## config.mk

```make
export PLATFORM = sky130hd
export DESIGN_NAME = button_press_long_press_detector_unit_flat
export DESIGN_NICKNAME = d
export VERILOG_FILES = /design/src/rtl/bpld_pkg.sv /design/src/rtl/bpld_intf.sv /design/src/rtl/button_press_long_press_detector_unit.sv /design/src/rtl/bpld_ram.sv /design/src/rtl/bpld_core.sv /design/src/rtl/bpld_evq.sv /design/src/flat_wrapper.sv
export SDC_FILE = /design/constraint.sdc
export NUM_CORES = 1
export LEC_CHECK = 0
export BUFFER_PORTS_ARGS = -buffer_cell sky130_fd_sc_hd__buf_2
export CORE_AREA = 2 2 228 163
export CTS_CLUSTER_SIZE = 28
export DETAILED_ROUTE_END_ITERATION = 8
export DIE_AREA = 0 0 230 165
export HOLD_SLACK_MARGIN = 0.08
export PLACE_DENSITY_LB_ADDON = 0.25
export SLEW_MARGIN = 10
export SYNTH_ARGS = -nofsm -noshare
export SYNTH_HDL_FRONTEND = slang
export SYNTH_SLANG_ARGS = --single-unit
```

## constraint.sdc

```tcl
create_clock -name clk -period 5.85 [get_ports clk]
set_input_delay 1.17 -clock clk [delete_from_list [all_inputs] [get_ports clk]]
set_output_delay 1.17 -clock clk [all_outputs]
set_load 0.005 [all_outputs]
```

## src/rtl/bpld_pkg.sv

```systemverilog
`default_nettype none
// ----------------------------------------------------------------------------
// bpld_pkg
// Shared widths, codes and types of the button press / long-press detector.
// ----------------------------------------------------------------------------
package bpld_pkg;

    // Field widths
    localparam int BTN_W      = 3;
    localparam int KIND_W     = 2;
    localparam int TIME_W     = 16;
    localparam int PERIOD_W   = 8;
    localparam int MASK_W     = 8;
    localparam int CFG_IDX_W  = 2;
    localparam int CFG_DATA_W = 16;

    // Buttons in use and slots in the state memory
    localparam int NUM_BUTTONS = 8;
    localparam int NUM_SLOTS   = 2 ** BTN_W;

    // Event queue depth: one beat in the output stage, one leaving, one in flight
    localparam int EVQ_DEPTH = 3;

    // Register reset values
    localparam logic [MASK_W-1:0]   RST_ACTIVE_LOW_MASK = 8'd255;
    localparam logic [PERIOD_W-1:0] RST_POLL_PERIOD     = 8'd5;
    localparam logic [TIME_W-1:0]   RST_PRESS_THR       = 16'd50;
    localparam logic [TIME_W-1:0]   RST_LONG_THR        = 16'd3000;

    localparam logic [TIME_W-1:0] TIME_MAX = '1;

    // Register indexes
    typedef enum logic [CFG_IDX_W-1:0] {
        CFG_ACTIVE_LOW_MASK = 2'd0,
        CFG_POLL_PERIOD     = 2'd1,
        CFG_PRESS_THR       = 2'd2,
        CFG_LONG_THR        = 2'd3
    } cfg_idx_e;

    // Event codes
    typedef enum logic [KIND_W-1:0] {
        EV_PRESS   = 2'd0,
        EV_RELEASE = 2'd1,
        EV_LONG    = 2'd2
    } ev_kind_e;

    // Which event a held button last sent
    typedef enum logic [1:0] {
        SENT_NONE  = 2'd0,
        SENT_PRESS = 2'd1,
        SENT_LONG  = 2'd2
    } sent_e;

    // One button's entry in the state memory
    typedef struct packed {
        logic              held;
        logic [TIME_W-1:0] held_time;
        sent_e             sent;
    } entry_t;

    // Configuration as seen by the datapath
    typedef struct packed {
        logic [MASK_W-1:0]   active_low_mask;
        logic [PERIOD_W-1:0] poll_period;
        logic [TIME_W-1:0]   press_thr;
        logic [TIME_W-1:0]   long_thr;
    } cfg_t;

    // Event beat from the update stage to the event queue
    typedef struct packed {
        logic             valid;
        logic [BTN_W-1:0] button_id;
        ev_kind_e         event_kind;
    } evt_t;

endpackage
`default_nettype wire

```

## src/rtl/bpld_intf.sv

```systemverilog
`default_nettype none
// ----------------------------------------------------------------------------
// bpld_smp_if / bpld_evt_if
// Valid/ready channels: poll samples in, button events out.
// ----------------------------------------------------------------------------
interface bpld_smp_if;
    logic                          valid;
    logic                          ready;
    logic [bpld_pkg::BTN_W-1:0]    button_index;
    logic                          pin_level;

    modport source (output valid, output button_index, output pin_level, input ready);
    modport sink   (input valid, input button_index, input pin_level, output ready);
endinterface

interface bpld_evt_if;
    logic                          valid;
    logic                          ready;
    logic [bpld_pkg::BTN_W-1:0]    button_id;
    logic [bpld_pkg::KIND_W-1:0]   event_kind;

    modport source (output valid, output button_id, output event_kind, input ready);
    modport sink   (input valid, input button_id, input event_kind, output ready);
endinterface
`default_nettype wire

```

## src/rtl/button_press_long_press_detector_unit.sv

```systemverilog
`default_nettype none
// ----------------------------------------------------------------------------
// button_press_long_press_detector_unit
// Per-button press, release and long-press detection from poll samples.
// ----------------------------------------------------------------------------
//  channel   dir  beat
//  smp       in   button_index[2:0], pin_level
//  evt       out  button_id[2:0], event_kind[1:0] (press, release, long)
//  cfg_*     in   cfg_we, cfg_index[1:0], cfg_wdata[15:0]
//
//  One sample per cycle while the event queue has room; an event passes the update
//  stage and the event queue before it is offered. The per-button state RAM is read
//  at accept and written back in the cycle after; the last write is forwarded, so
//  samples of one button may follow back to back. Reset clears all per-button state
//  at once through entry valid bits. A stalled event channel holds samples off once
//  queued and in-flight events fill the three-beat queue.
module button_press_long_press_detector_unit (
    input  wire logic                              clk,
    input  wire logic                              rst_n,
    bpld_smp_if.sink                               smp,
    bpld_evt_if.source                             evt,
    input  wire logic                              cfg_we,
    input  wire logic [bpld_pkg::CFG_IDX_W-1:0]    cfg_index,
    input  wire logic [bpld_pkg::CFG_DATA_W-1:0]   cfg_wdata
);

    bpld_pkg::cfg_t cfg_reg;
    bpld_pkg::evt_t ev;
    logic           busy;
    logic           can_accept;
    logic           in_fire;

    // Configuration registers
    always_ff @(posedge clk or negedge rst_n)
    begin
        if (!rst_n)
        begin
            cfg_reg.active_low_mask <= bpld_pkg::RST_ACTIVE_LOW_MASK;
            cfg_reg.poll_period     <= bpld_pkg::RST_POLL_PERIOD;
            cfg_reg.press_thr       <= bpld_pkg::RST_PRESS_THR;
            cfg_reg.long_thr        <= bpld_pkg::RST_LONG_THR;
        end
        else if (cfg_we)
        begin
            case (bpld_pkg::cfg_idx_e'(cfg_index))
                bpld_pkg::CFG_ACTIVE_LOW_MASK:
                    cfg_reg.active_low_mask <= cfg_wdata[bpld_pkg::MASK_W-1:0];
                bpld_pkg::CFG_POLL_PERIOD:
                    cfg_reg.poll_period <= cfg_wdata[bpld_pkg::PERIOD_W-1:0];
                bpld_pkg::CFG_PRESS_THR:
                    cfg_reg.press_thr <= cfg_wdata[bpld_pkg::TIME_W-1:0];
                bpld_pkg::CFG_LONG_THR:
                    cfg_reg.long_thr <= cfg_wdata[bpld_pkg::TIME_W-1:0];
                default:
                    cfg_reg <= cfg_reg;
            endcase
        end
    end

    // Sample handshake
    assign smp.ready = can_accept;
    assign in_fire   = smp.valid && can_accept;

    bpld_core u_core (
        .clk      (clk),
        .rst_n    (rst_n),
        .in_fire  (in_fire),
        .in_index (smp.button_index),
        .in_level (smp.pin_level),
        .cfg      (cfg_reg),
        .ev       (ev),
        .busy     (busy)
    );

    bpld_evq u_evq (
        .clk            (clk),
        .rst_n          (rst_n),
        .push           (ev),
        .reserve        (busy),
        .can_accept     (can_accept),
        .out_valid      (evt.valid),
        .out_ready      (evt.ready),
        .out_button_id  (evt.button_id),
        .out_event_kind (evt.event_kind)
    );

endmodule
`default_nettype wire

```

## src/rtl/bpld_ram.sv

```systemverilog
`default_nettype none
// ----------------------------------------------------------------------------
// bpld_ram
// Generic single-write, single-read RAM with registered read data.
// ----------------------------------------------------------------------------
module bpld_ram #(
    parameter int WIDTH = 8,
    parameter int DEPTH = 8,
    localparam int AW = (DEPTH > 1) ? $clog2(DEPTH) : 1
) (
    input  wire logic             clk,
    input  wire logic             we,
    input  wire logic [AW-1:0]    waddr,
    input  wire logic [WIDTH-1:0] wdata,
    input  wire logic             re,
    input  wire logic [AW-1:0]    raddr,
    output logic      [WIDTH-1:0] rdata
);

    logic [WIDTH-1:0] mem_reg [DEPTH];
    logic [WIDTH-1:0] rdata_reg;

    // Write port and read port; a read of the entry being written sees old data
    always_ff @(posedge clk)
    begin
        if (we)
        begin
            mem_reg[waddr] <= wdata;
        end
        if (re)
        begin
            rdata_reg <= mem_reg[raddr];
        end
    end

    assign rdata = rdata_reg;

endmodule
`default_nettype wire

```

## src/rtl/bpld_core.sv

```systemverilog
`default_nettype none
// ----------------------------------------------------------------------------
// bpld_core
// Per-button state memory and the read-modify-write update stage.
// ----------------------------------------------------------------------------
module bpld_core (
    input  wire logic                       clk,
    input  wire logic                       rst_n,
    input  wire logic                       in_fire,
    input  wire logic [bpld_pkg::BTN_W-1:0] in_index,
    input  wire logic                       in_level,
    input  wire bpld_pkg::cfg_t             cfg,
    output bpld_pkg::evt_t                  ev,
    output logic                            busy
);

    localparam int ENTRY_W = $bits(bpld_pkg::entry_t);

    // Update stage
    logic                       s1_valid_reg;
    logic [bpld_pkg::BTN_W-1:0] s1_idx_reg;
    logic                       s1_level_reg;

    // Entry valid bits: an unwritten entry reads as the reset entry
    logic [bpld_pkg::NUM_SLOTS-1:0] vld_reg;
    logic [bpld_pkg::NUM_SLOTS-1:0] vld_next;

    // Forwarding of the entry written at the last edge
    logic                       fwd_valid_reg;
    logic [bpld_pkg::BTN_W-1:0] fwd_idx_reg;
    bpld_pkg::entry_t           fwd_data_reg;

    logic [ENTRY_W-1:0]         ram_rdata;
    bpld_pkg::entry_t           rd_entry;
    bpld_pkg::entry_t           cur;
    bpld_pkg::entry_t           nxt;
    logic                       in_range;
    logic                       fwd_hit;
    logic                       pressed;
    logic [bpld_pkg::TIME_W:0]  sum;
    logic [bpld_pkg::TIME_W-1:0] t_new;
    logic                       wr_en;

    bpld_ram #(
        .WIDTH (ENTRY_W),
        .DEPTH (bpld_pkg::NUM_SLOTS)
    ) u_state_ram (
        .clk   (clk),
        .we    (wr_en),
        .waddr (s1_idx_reg),
        .wdata (nxt),
        .re    (in_fire),
        .raddr (in_index),
        .rdata (ram_rdata)
    );

    assign rd_entry = bpld_pkg::entry_t'(ram_rdata);

    // Stage control
    always_ff @(posedge clk or negedge rst_n)
    begin
        if (!rst_n)
        begin
            s1_valid_reg  <= 1'b0;
            fwd_valid_reg <= 1'b0;
            vld_reg       <= '0;
        end
        else
        begin
            s1_valid_reg  <= in_fire;
            fwd_valid_reg <= wr_en;
            vld_reg       <= vld_next;
        end
    end

    // Stage payload
    always_ff @(posedge clk)
    begin
        if (in_fire)
        begin
            s1_idx_reg   <= in_index;
            s1_level_reg <= in_level;
        end
        if (wr_en)
        begin
            fwd_idx_reg  <= s1_idx_reg;
            fwd_data_reg <= nxt;
        end
    end

    // Current entry: last write wins over the memory, invalid reads as reset
    always_comb
    begin
        fwd_hit = fwd_valid_reg && (fwd_idx_reg == s1_idx_reg);
        if (fwd_hit)
        begin
            cur = fwd_data_reg;
        end
        else if (vld_reg[s1_idx_reg])
        begin
            cur = rd_entry;
        end
        else
        begin
            cur = '0;
        end
    end

    // Hold timer update and event decision
    always_comb
    begin
        in_range = {1'b0, s1_idx_reg} < (bpld_pkg::BTN_W + 1)'(bpld_pkg::NUM_BUTTONS);
        pressed  = s1_level_reg ^ cfg.active_low_mask[s1_idx_reg];
        sum      = {1'b0, cur.held_time}
                 + (bpld_pkg::TIME_W + 1)'(cfg.poll_period);
        t_new    = sum[bpld_pkg::TIME_W] ? bpld_pkg::TIME_MAX : sum[bpld_pkg::TIME_W-1:0];

        nxt           = cur;
        ev.valid      = 1'b0;
        ev.button_id  = s1_idx_reg;
        ev.event_kind = bpld_pkg::EV_PRESS;

        if (pressed)
        begin
            if (!cur.held)
            begin
                // first pressed sample starts the hold
                nxt.held      = 1'b1;
                nxt.held_time = '0;
                nxt.sent      = bpld_pkg::SENT_NONE;
            end
            else
            begin
                nxt.held_time = t_new;
                if (t_new >= cfg.long_thr)
                begin
                    if (cur.sent != bpld_pkg::SENT_LONG)
                    begin
                        nxt.sent      = bpld_pkg::SENT_LONG;
                        ev.valid      = s1_valid_reg && in_range;
                        ev.event_kind = bpld_pkg::EV_LONG;
                    end
                end
                else if (t_new >= cfg.press_thr)
                begin
                    if (cur.sent == bpld_pkg::SENT_NONE)
                    begin
                        nxt.sent      = bpld_pkg::SENT_PRESS;
                        ev.valid      = s1_valid_reg && in_range;
                        ev.event_kind = bpld_pkg::EV_PRESS;
                    end
                end
            end
        end
        else if (cur.held)
        begin
            // release: report only after a plain press
            nxt = '0;
            if (cur.sent == bpld_pkg::SENT_PRESS)
            begin
                ev.valid      = s1_valid_reg && in_range;
                ev.event_kind = bpld_pkg::EV_RELEASE;
            end
        end

        wr_en = s1_valid_reg && in_range;

        vld_next = vld_reg;
        if (wr_en)
        begin
            vld_next[s1_idx_reg] = 1'b1;
        end
    end

    assign busy = s1_valid_reg;

`ifndef SYNTH
    // A release beat only follows a plain press of a held button
    a_release_after_press: assert property (@(posedge clk) disable iff (!rst_n)
        (ev.valid && ev.event_kind == bpld_pkg::EV_RELEASE)
            |-> (cur.held && cur.sent == bpld_pkg::SENT_PRESS))
        else $error("release event without a pending press");

    // Every event goes with a state write-back
    a_event_writes: assert property (@(posedge clk) disable iff (!rst_n)
        ev.valid |-> wr_en)
        else $error("event without state update");

    // Forwarding entry only exists after an update stage beat
    a_fwd_origin: assert property (@(posedge clk) disable iff (!rst_n)
        fwd_valid_reg |-> $past(s1_valid_reg))
        else $error("forwarding register set without an update");

    // Back-to-back samples of one button see the forwarded entry
    a_fwd_same_button: assert property (@(posedge clk) disable iff (!rst_n)
        (s1_valid_reg && fwd_valid_reg && fwd_idx_reg == s1_idx_reg) |-> (cur == fwd_data_reg))
        else $error("stale entry used for a back-to-back sample");
`endif

endmodule
`default_nettype wire

```

## src/rtl/bpld_evq.sv

```systemverilog
`default_nettype none
// ----------------------------------------------------------------------------
// bpld_evq
// Small event queue between the update stage and the event channel.
// ----------------------------------------------------------------------------
module bpld_evq (
    input  wire logic                        clk,
    input  wire logic                        rst_n,
    input  wire bpld_pkg::evt_t              push,
    input  wire logic                        reserve,
    output logic                             can_accept,
    output logic                             out_valid,
    input  wire logic                        out_ready,
    output logic [bpld_pkg::BTN_W-1:0]       out_button_id,
    output logic [bpld_pkg::KIND_W-1:0]      out_event_kind
);

    localparam int PTR_W = (bpld_pkg::EVQ_DEPTH > 1) ? $clog2(bpld_pkg::EVQ_DEPTH) : 1;
    localparam int CNT_W = $clog2(bpld_pkg::EVQ_DEPTH + 1);
    localparam logic [PTR_W-1:0] LAST = PTR_W'(bpld_pkg::EVQ_DEPTH - 1);

    bpld_pkg::evt_t   slot_reg [bpld_pkg::EVQ_DEPTH];
    logic [PTR_W-1:0] head_reg;
    logic [PTR_W-1:0] head_next;
    logic [PTR_W-1:0] tail_reg;
    logic [PTR_W-1:0] tail_next;
    logic [CNT_W-1:0] count_reg;
    logic [CNT_W-1:0] count_next;
    logic             pop;

    // Pointer and fill count update
    always_comb
    begin
        pop        = out_valid && out_ready;
        head_next  = head_reg;
        tail_next  = tail_reg;
        count_next = count_reg;
        if (pop)
        begin
            head_next = (head_reg == LAST) ? '0 : head_reg + PTR_W'(1);
        end
        if (push.valid)
        begin
            tail_next = (tail_reg == LAST) ? '0 : tail_reg + PTR_W'(1);
        end
        count_next = count_reg + CNT_W'(push.valid) - CNT_W'(pop);
    end

    always_ff @(posedge clk or negedge rst_n)
    begin
        if (!rst_n)
        begin
            head_reg  <= '0;
            tail_reg  <= '0;
            count_reg <= '0;
        end
        else
        begin
            head_reg  <= head_next;
            tail_reg  <= tail_next;
            count_reg <= count_next;
        end
    end

    // Slot storage
    always_ff @(posedge clk)
    begin
        if (push.valid)
        begin
            slot_reg[tail_reg] <= push;
        end
    end

    // Room for a new sample: queued beats plus the one in flight must leave a slot
    assign can_accept = ((CNT_W + 1)'(count_reg) + (CNT_W + 1)'(reserve))
                      < (CNT_W + 1)'(bpld_pkg::EVQ_DEPTH);

    assign out_valid      = (count_reg != '0);
    assign out_button_id  = slot_reg[head_reg].button_id;
    assign out_event_kind = slot_reg[head_reg].event_kind;

`ifndef SYNTH
    a_count_bound: assert property (@(posedge clk) disable iff (!rst_n)
        count_reg <= CNT_W'(bpld_pkg::EVQ_DEPTH))
        else $error("event queue overfilled");

    a_push_room: assert property (@(posedge clk) disable iff (!rst_n)
        push.valid |-> (count_reg < CNT_W'(bpld_pkg::EVQ_DEPTH)))
        else $error("event pushed into a full queue");

    a_pop_drains: assert property (@(posedge clk) disable iff (!rst_n)
        (pop && !push.valid) |=> (count_reg == $past(count_reg) - CNT_W'(1)))
        else $error("fill count not reduced by a pop");
`endif

endmodule
`default_nettype wire
```

## src/flat_wrapper.sv

```systemverilog
// flat-port wrapper written by rule: the top's interface ports become plain ports
module button_press_long_press_detector_unit_flat 
  (clk, rst_n, cfg_we, cfg_index, cfg_wdata, smp_valid, smp_button_index, smp_pin_level, smp_ready, evt_valid, evt_button_id, evt_event_kind, evt_ready);
  bpld_smp_if smp_i ();
  bpld_evt_if evt_i ();
  input  wire logic clk;
  input  wire logic rst_n;
  input  wire logic cfg_we;
  input  wire logic [bpld_pkg::CFG_IDX_W-1:0] cfg_index;
  input  wire logic [bpld_pkg::CFG_DATA_W-1:0] cfg_wdata;
  input wire logic [$bits(smp_i.valid)-1:0] smp_valid;
  input wire logic [$bits(smp_i.button_index)-1:0] smp_button_index;
  input wire logic [$bits(smp_i.pin_level)-1:0] smp_pin_level;
  output wire logic [$bits(smp_i.ready)-1:0] smp_ready;
  output wire logic [$bits(evt_i.valid)-1:0] evt_valid;
  output wire logic [$bits(evt_i.button_id)-1:0] evt_button_id;
  output wire logic [$bits(evt_i.event_kind)-1:0] evt_event_kind;
  input wire logic [$bits(evt_i.ready)-1:0] evt_ready;
  assign smp_i.valid = smp_valid;
  assign smp_i.button_index = smp_button_index;
  assign smp_i.pin_level = smp_pin_level;
  assign smp_ready = smp_i.ready;
  assign evt_valid = evt_i.valid;
  assign evt_button_id = evt_i.button_id;
  assign evt_event_kind = evt_i.event_kind;
  assign evt_i.ready = evt_ready;
  button_press_long_press_detector_unit u_core (.clk(clk), .rst_n(rst_n), .smp(smp_i), .evt(evt_i), .cfg_we(cfg_we), .cfg_index(cfg_index), .cfg_wdata(cfg_wdata));
endmodule
```

==> run summary <==
Count of standard-cell rows: 58. Data on the critical path is required at its endpoint by 6310 ps. The tools report the number of CTS-inserted buffers as 26. The logs give 1 for the number of H-tree levels and 540 ps for the source-to-sink clock delay at the later pin of the worst-skew pair.

The final cycle utilization of the critical path was 99.3%; the post-route standard cell area excluding fillers was 0.0146 sq mm. In this run the critical register-to-register path is captured at u_core.u_evq.count_reg[1]. Counting every instance in the synthesized netlist gives 793. The die covers 0.0380 sq mm.

The total area of sequential cells came out at 0.00799 sq mm. The x dimension of the die is 230 microns, and the layout overhead on the synthesized area is 18.1%. During synthesis, Yosys emitted a total of 0 warnings. The prevailing post-synth register cell was sky130_fd_sc_hd__edfxtp_1. The flip-flop count of the largest register after layout is 152, and the combined area of the multi-input logic cells is 0.00445 sq mm. Across the run, the number of max-cap violations was 0.

The largest net degree at the start of global routing was 65; the routed wire length per instance was 19.9 microns. Yosys mapped a number of flops with a built-in enable equal to 212. For this run, design rule violations remaining after detail routing come to 0.

The logs give 276 for the number of clock sinks and 18300 microns for the half-perimeter wire length after detailed placement. The number of search-and-repair iterations in the first detailed-routing pass was 5. For the worst setup path, the data arrival time is 6270 ps. The run gives 0.0356 sq mm as the core area. On the critical path, the stage with the largest delay is an instance of sky130_fd_sc_hd__mux4_2.

In this run the clock root is driven by a sky130_fd_sc_hd__clkbuf_16. After synthesis the netlist holds a flip-flop and latch count of 276. Using the TritonRoute via totals, the vias-per-cell ratio works out to 5.02. The post-synthesis async set-or-reset flop share was 23.2%. Counting I/O delays and the setup requirement, the final critical path takes 5810 ps. For the final-report max-slew violation count, the log shows 0. Endpoint of the worst setup timing path: u_core.u_evq.count_reg[1]. The worst register-to-register path has a setup slack of 40 ps.

The number of hold-slack violations in the final timing report was 0. TritonCTS built the clock tree. The routability congestion estimate from global placement was 0.842; the antenna violation net count after detailed routing was 0. Top achievable clock speed: 0.172 GHz.

The final route contains 6943 vias. Summed over all cells, the static leakage comes to 5.36 nW. After the flow finishes, the layout carries non-filler instances totaling 1383.

The largest stage delay on the critical path is 520 ps. Power spread over the standard cell area amounts to 556 mW/mm^2. In this run the worst path has a maximum fanout of 6. The worst-case clock buffer depth is 3, and the number of setup violations in the final report is 0.

The worst setup path is launched from a flop. The run gives 42600 microns as the first-pass GRT wire length. Critical setup path kind: reg2reg.

The largest clock skew in the final design is 11.3 ps, and the clock-pin slew on the worst setup and hold paths is 60 ps. Launching instance or port of the critical path: u_core.u_core.s1_idx_reg[1]. The initial antenna violation count came out at 1. The run finished with clean final reports.

The startpoint identified for the worst register-to-register timing path is u_core.u_core.s1_idx_reg[1]. When the netlist entered floorplanning its net count stood at 865. The via count of the first global-routing pass is 6956, and the measured slew at the worst slew-check pin is 1130 ps.

After detailed routing, the total wire length is 27600 microns. The tools report the initial core utilization as 34.8%. Setup total negative slack on the finished layout was measured at 0 ps. After synthesis, the mean cell area works out to 15.6 sq um. 34 I/O pins were placed. Leaving out fill and tap cells, the most frequent cell in the layout is sky130_fd_sc_hd__edfxtp_1.

For the number of distinct standard cells referenced by the synthesized netlist, the log shows 63. The type of destination of the critical path was a flop. The height of the die works out to 165 microns. The worst ir drop on vdd came out at 0.000212 V. For the global router's overall resource usage, the log shows 14.8%. For this run the aggregate overflow at the end of global routing stands at 0. After detailed placement, the total cell area comes to 0.0135 sq mm.

The worst hold path belongs to the class reg2reg. The number of placed instances, taps included was 1329. In this run, the number of DRC markers left after iteration 0 of detailed routing was 515.

Setup repair after global routing could not meet its margin everywhere. The number of nets at the end of the flow was 957. Logic depth of the worst register-to-register path: 28. The quantity of I/O buffers inserted on ports was 33; the worst max-slew margin expressed relative to the limit was 24.7%. Of the cells placed in the final design, the portion with a size suffix greater than 1 is 36.8%. The total standard cell area after synthesis is 0.0124 sq mm.

In the layout the commonest cells are sky130_fd_sc_hd__edfxtp_1, sky130_fd_sc_hd__mux2_2, sky130_fd_sc_hd__buf_4, sky130_fd_sc_hd__nand2_1, sky130_fd_sc_hd__dfrtp_1. The part of the Yosys area used for sequential elements was 64.5%; the layout filler cell count was 3258.
[kinds of logic after synthesis]
logic type               after synthesis  share of synthesized area [%]
flip-flops                           276                           64.5
AO/OA/AOI/OAI                        121                           6.80
AND/OR/NAND/NOR                      144                           6.19
XOR/XNOR                              15                           1.06
multiplexers                         121                           14.5
buffers and inverters                 71                           2.29
adder cells (fa/ha/maj)               45                           4.61
[critical path, delay by kind of cell, from the launching register on]
family,cells,cell delay [ps]
DFF,1,430
AOI/OAI and AO/OA,9,1730
muxes,2,840
buffers and inverters,5,640
xor gates and xnor gates,3,450
and+or+nand+nor,5,650
adders and majority gates,4,1010
[synth_stat cells, types with 3 or more instances]
cell,number,area [sq um]
sky130_fd_sc_hd__clkbuf_1,14,52.6
sky130_fd_sc_hd__o211ai_1,3,22.5
sky130_fd_sc_hd__nand3_1,9,45.0
sky130_fd_sc_hd__a21oi_1,18,90.1
sky130_fd_sc_hd__buf_1,5,18.8
sky130_fd_sc_hd__o21a_1,6,45.0
sky130_fd_sc_hd__a31oi_1,5,31.3
sky130_fd_sc_hd__a22o_1,18,158
sky130_fd_sc_hd__and2_1,4,25.0
sky130_fd_sc_hd__a211oi_1,10,75.1
sky130_fd_sc_hd__nand2b_1,8,50.1
sky130_fd_sc_hd__xnor2_1,13,114
sky130_fd_sc_hd__a21o_1,7,52.6
sky130_fd_sc_hd__nor2_1,20,75.1
sky130_fd_sc_hd__nand3b_1,3,22.5
sky130_fd_sc_hd__dfstp_2,20,526
sky130_fd_sc_hd__nand4_1,5,31.3
sky130_fd_sc_hd__buf_2,8,40.0
sky130_fd_sc_hd__edfxtp_1,212,6370
sky130_fd_sc_hd__nor3_1,12,60.1
sky130_fd_sc_hd__dfrtp_1,44,1100
sky130_fd_sc_hd__a22oi_1,3,22.5
sky130_fd_sc_hd__or2_2,11,68.8
sky130_fd_sc_hd__ha_1,44,551
sky130_fd_sc_hd__inv_1,42,158
sky130_fd_sc_hd__mux2i_1,9,90.1
sky130_fd_sc_hd__nand2_1,45,169
sky130_fd_sc_hd__nor4_1,4,25.0
sky130_fd_sc_hd__mux2_2,70,788
sky130_fd_sc_hd__o22ai_1,3,18.8
sky130_fd_sc_hd__mux4_2,39,878
sky130_fd_sc_hd__o21ai_0,32,160
sky130_fd_sc_hd__nor2b_1,9,56.3
[layout make-up]
| class | count | area share, % |
|---|---|---|
| flip-flops and latches | 276 | 54.6 |
| multi-input cells | 446 | 30.4 |
| clock buffers | 33 | 4.84 |
| repair buffers | 93 | 4.46 |
| well taps | 480 | 4.11 |
| inverters | 42 | 1.08 |
| clock inverters | 12 | 0.445 |
| diodes | 1 | 0.0171 |
[power breakdown]
part | total, W | switching (W) | internal (W)
Clock | 0.00156 | 0.000710 | 0.000853
Combinational | 0.00347 | 0.00202 | 0.00145
Sequential | 0.00310 | 0.000195 | 0.00291
[stage by stage]
stage / setup WS [ps] / total power (W) / utilization, % / hold WS, ps
after floorplan: 15.2 / 0.00502 / - / 430
after global placement: -252 / 0.00618 / 37.9 / 450
after detailed placement: -301 / 0.00619 / 37.9 / 451
after CTS: 1.60 / 0.00783 / 40.2 / 465
after global routing: -203 / 0.00867 / 41.1 / 477
final: 39.8 / 0.00814 / 41.1 / 472
[worst min path at each step]
stage	start	to	slack [ps]	depth (start not counted)
2_1_floorplan	u_core.u_core.vld_reg[0]	u_core.u_core.vld_reg[0]	430	1
3_3_place_gp	u_core.u_core.vld_reg[1]	u_core.u_core.vld_reg[1]	450	1
3_5_place_dp	u_core.u_core.vld_reg[6]	u_core.u_core.vld_reg[6]	450	1
4_1_cts	u_core.u_core.vld_reg[6]	u_core.u_core.vld_reg[6]	470	1
5_1_grt	u_core.u_core.vld_reg[6]	u_core.u_core.vld_reg[6]	480	1
6_report	u_core.u_core.vld_reg[1]	u_core.u_core.vld_reg[1]	470	1
[layer usage]
metal	GRT usage (%)	wire length, microns
met1	23.6	14700
met3	2.64	1230
met4	2.55	329
met2	20.9	11400
met5	0	0
[repair_timing]
| item | 4_1_cts | 5_1_grt |
|---|---|---|
| pin swaps | 3 | 23 |
| hold buffers | 0 | 0 |
| setup buffers | 0 | 8 |
| setup endpoints to repair | 19 | 28 |
| gates cloned | 0 | 0 |
| resized for setup | 11 | 46 |
Note: power is estimated with default switching activity, not from simulation.
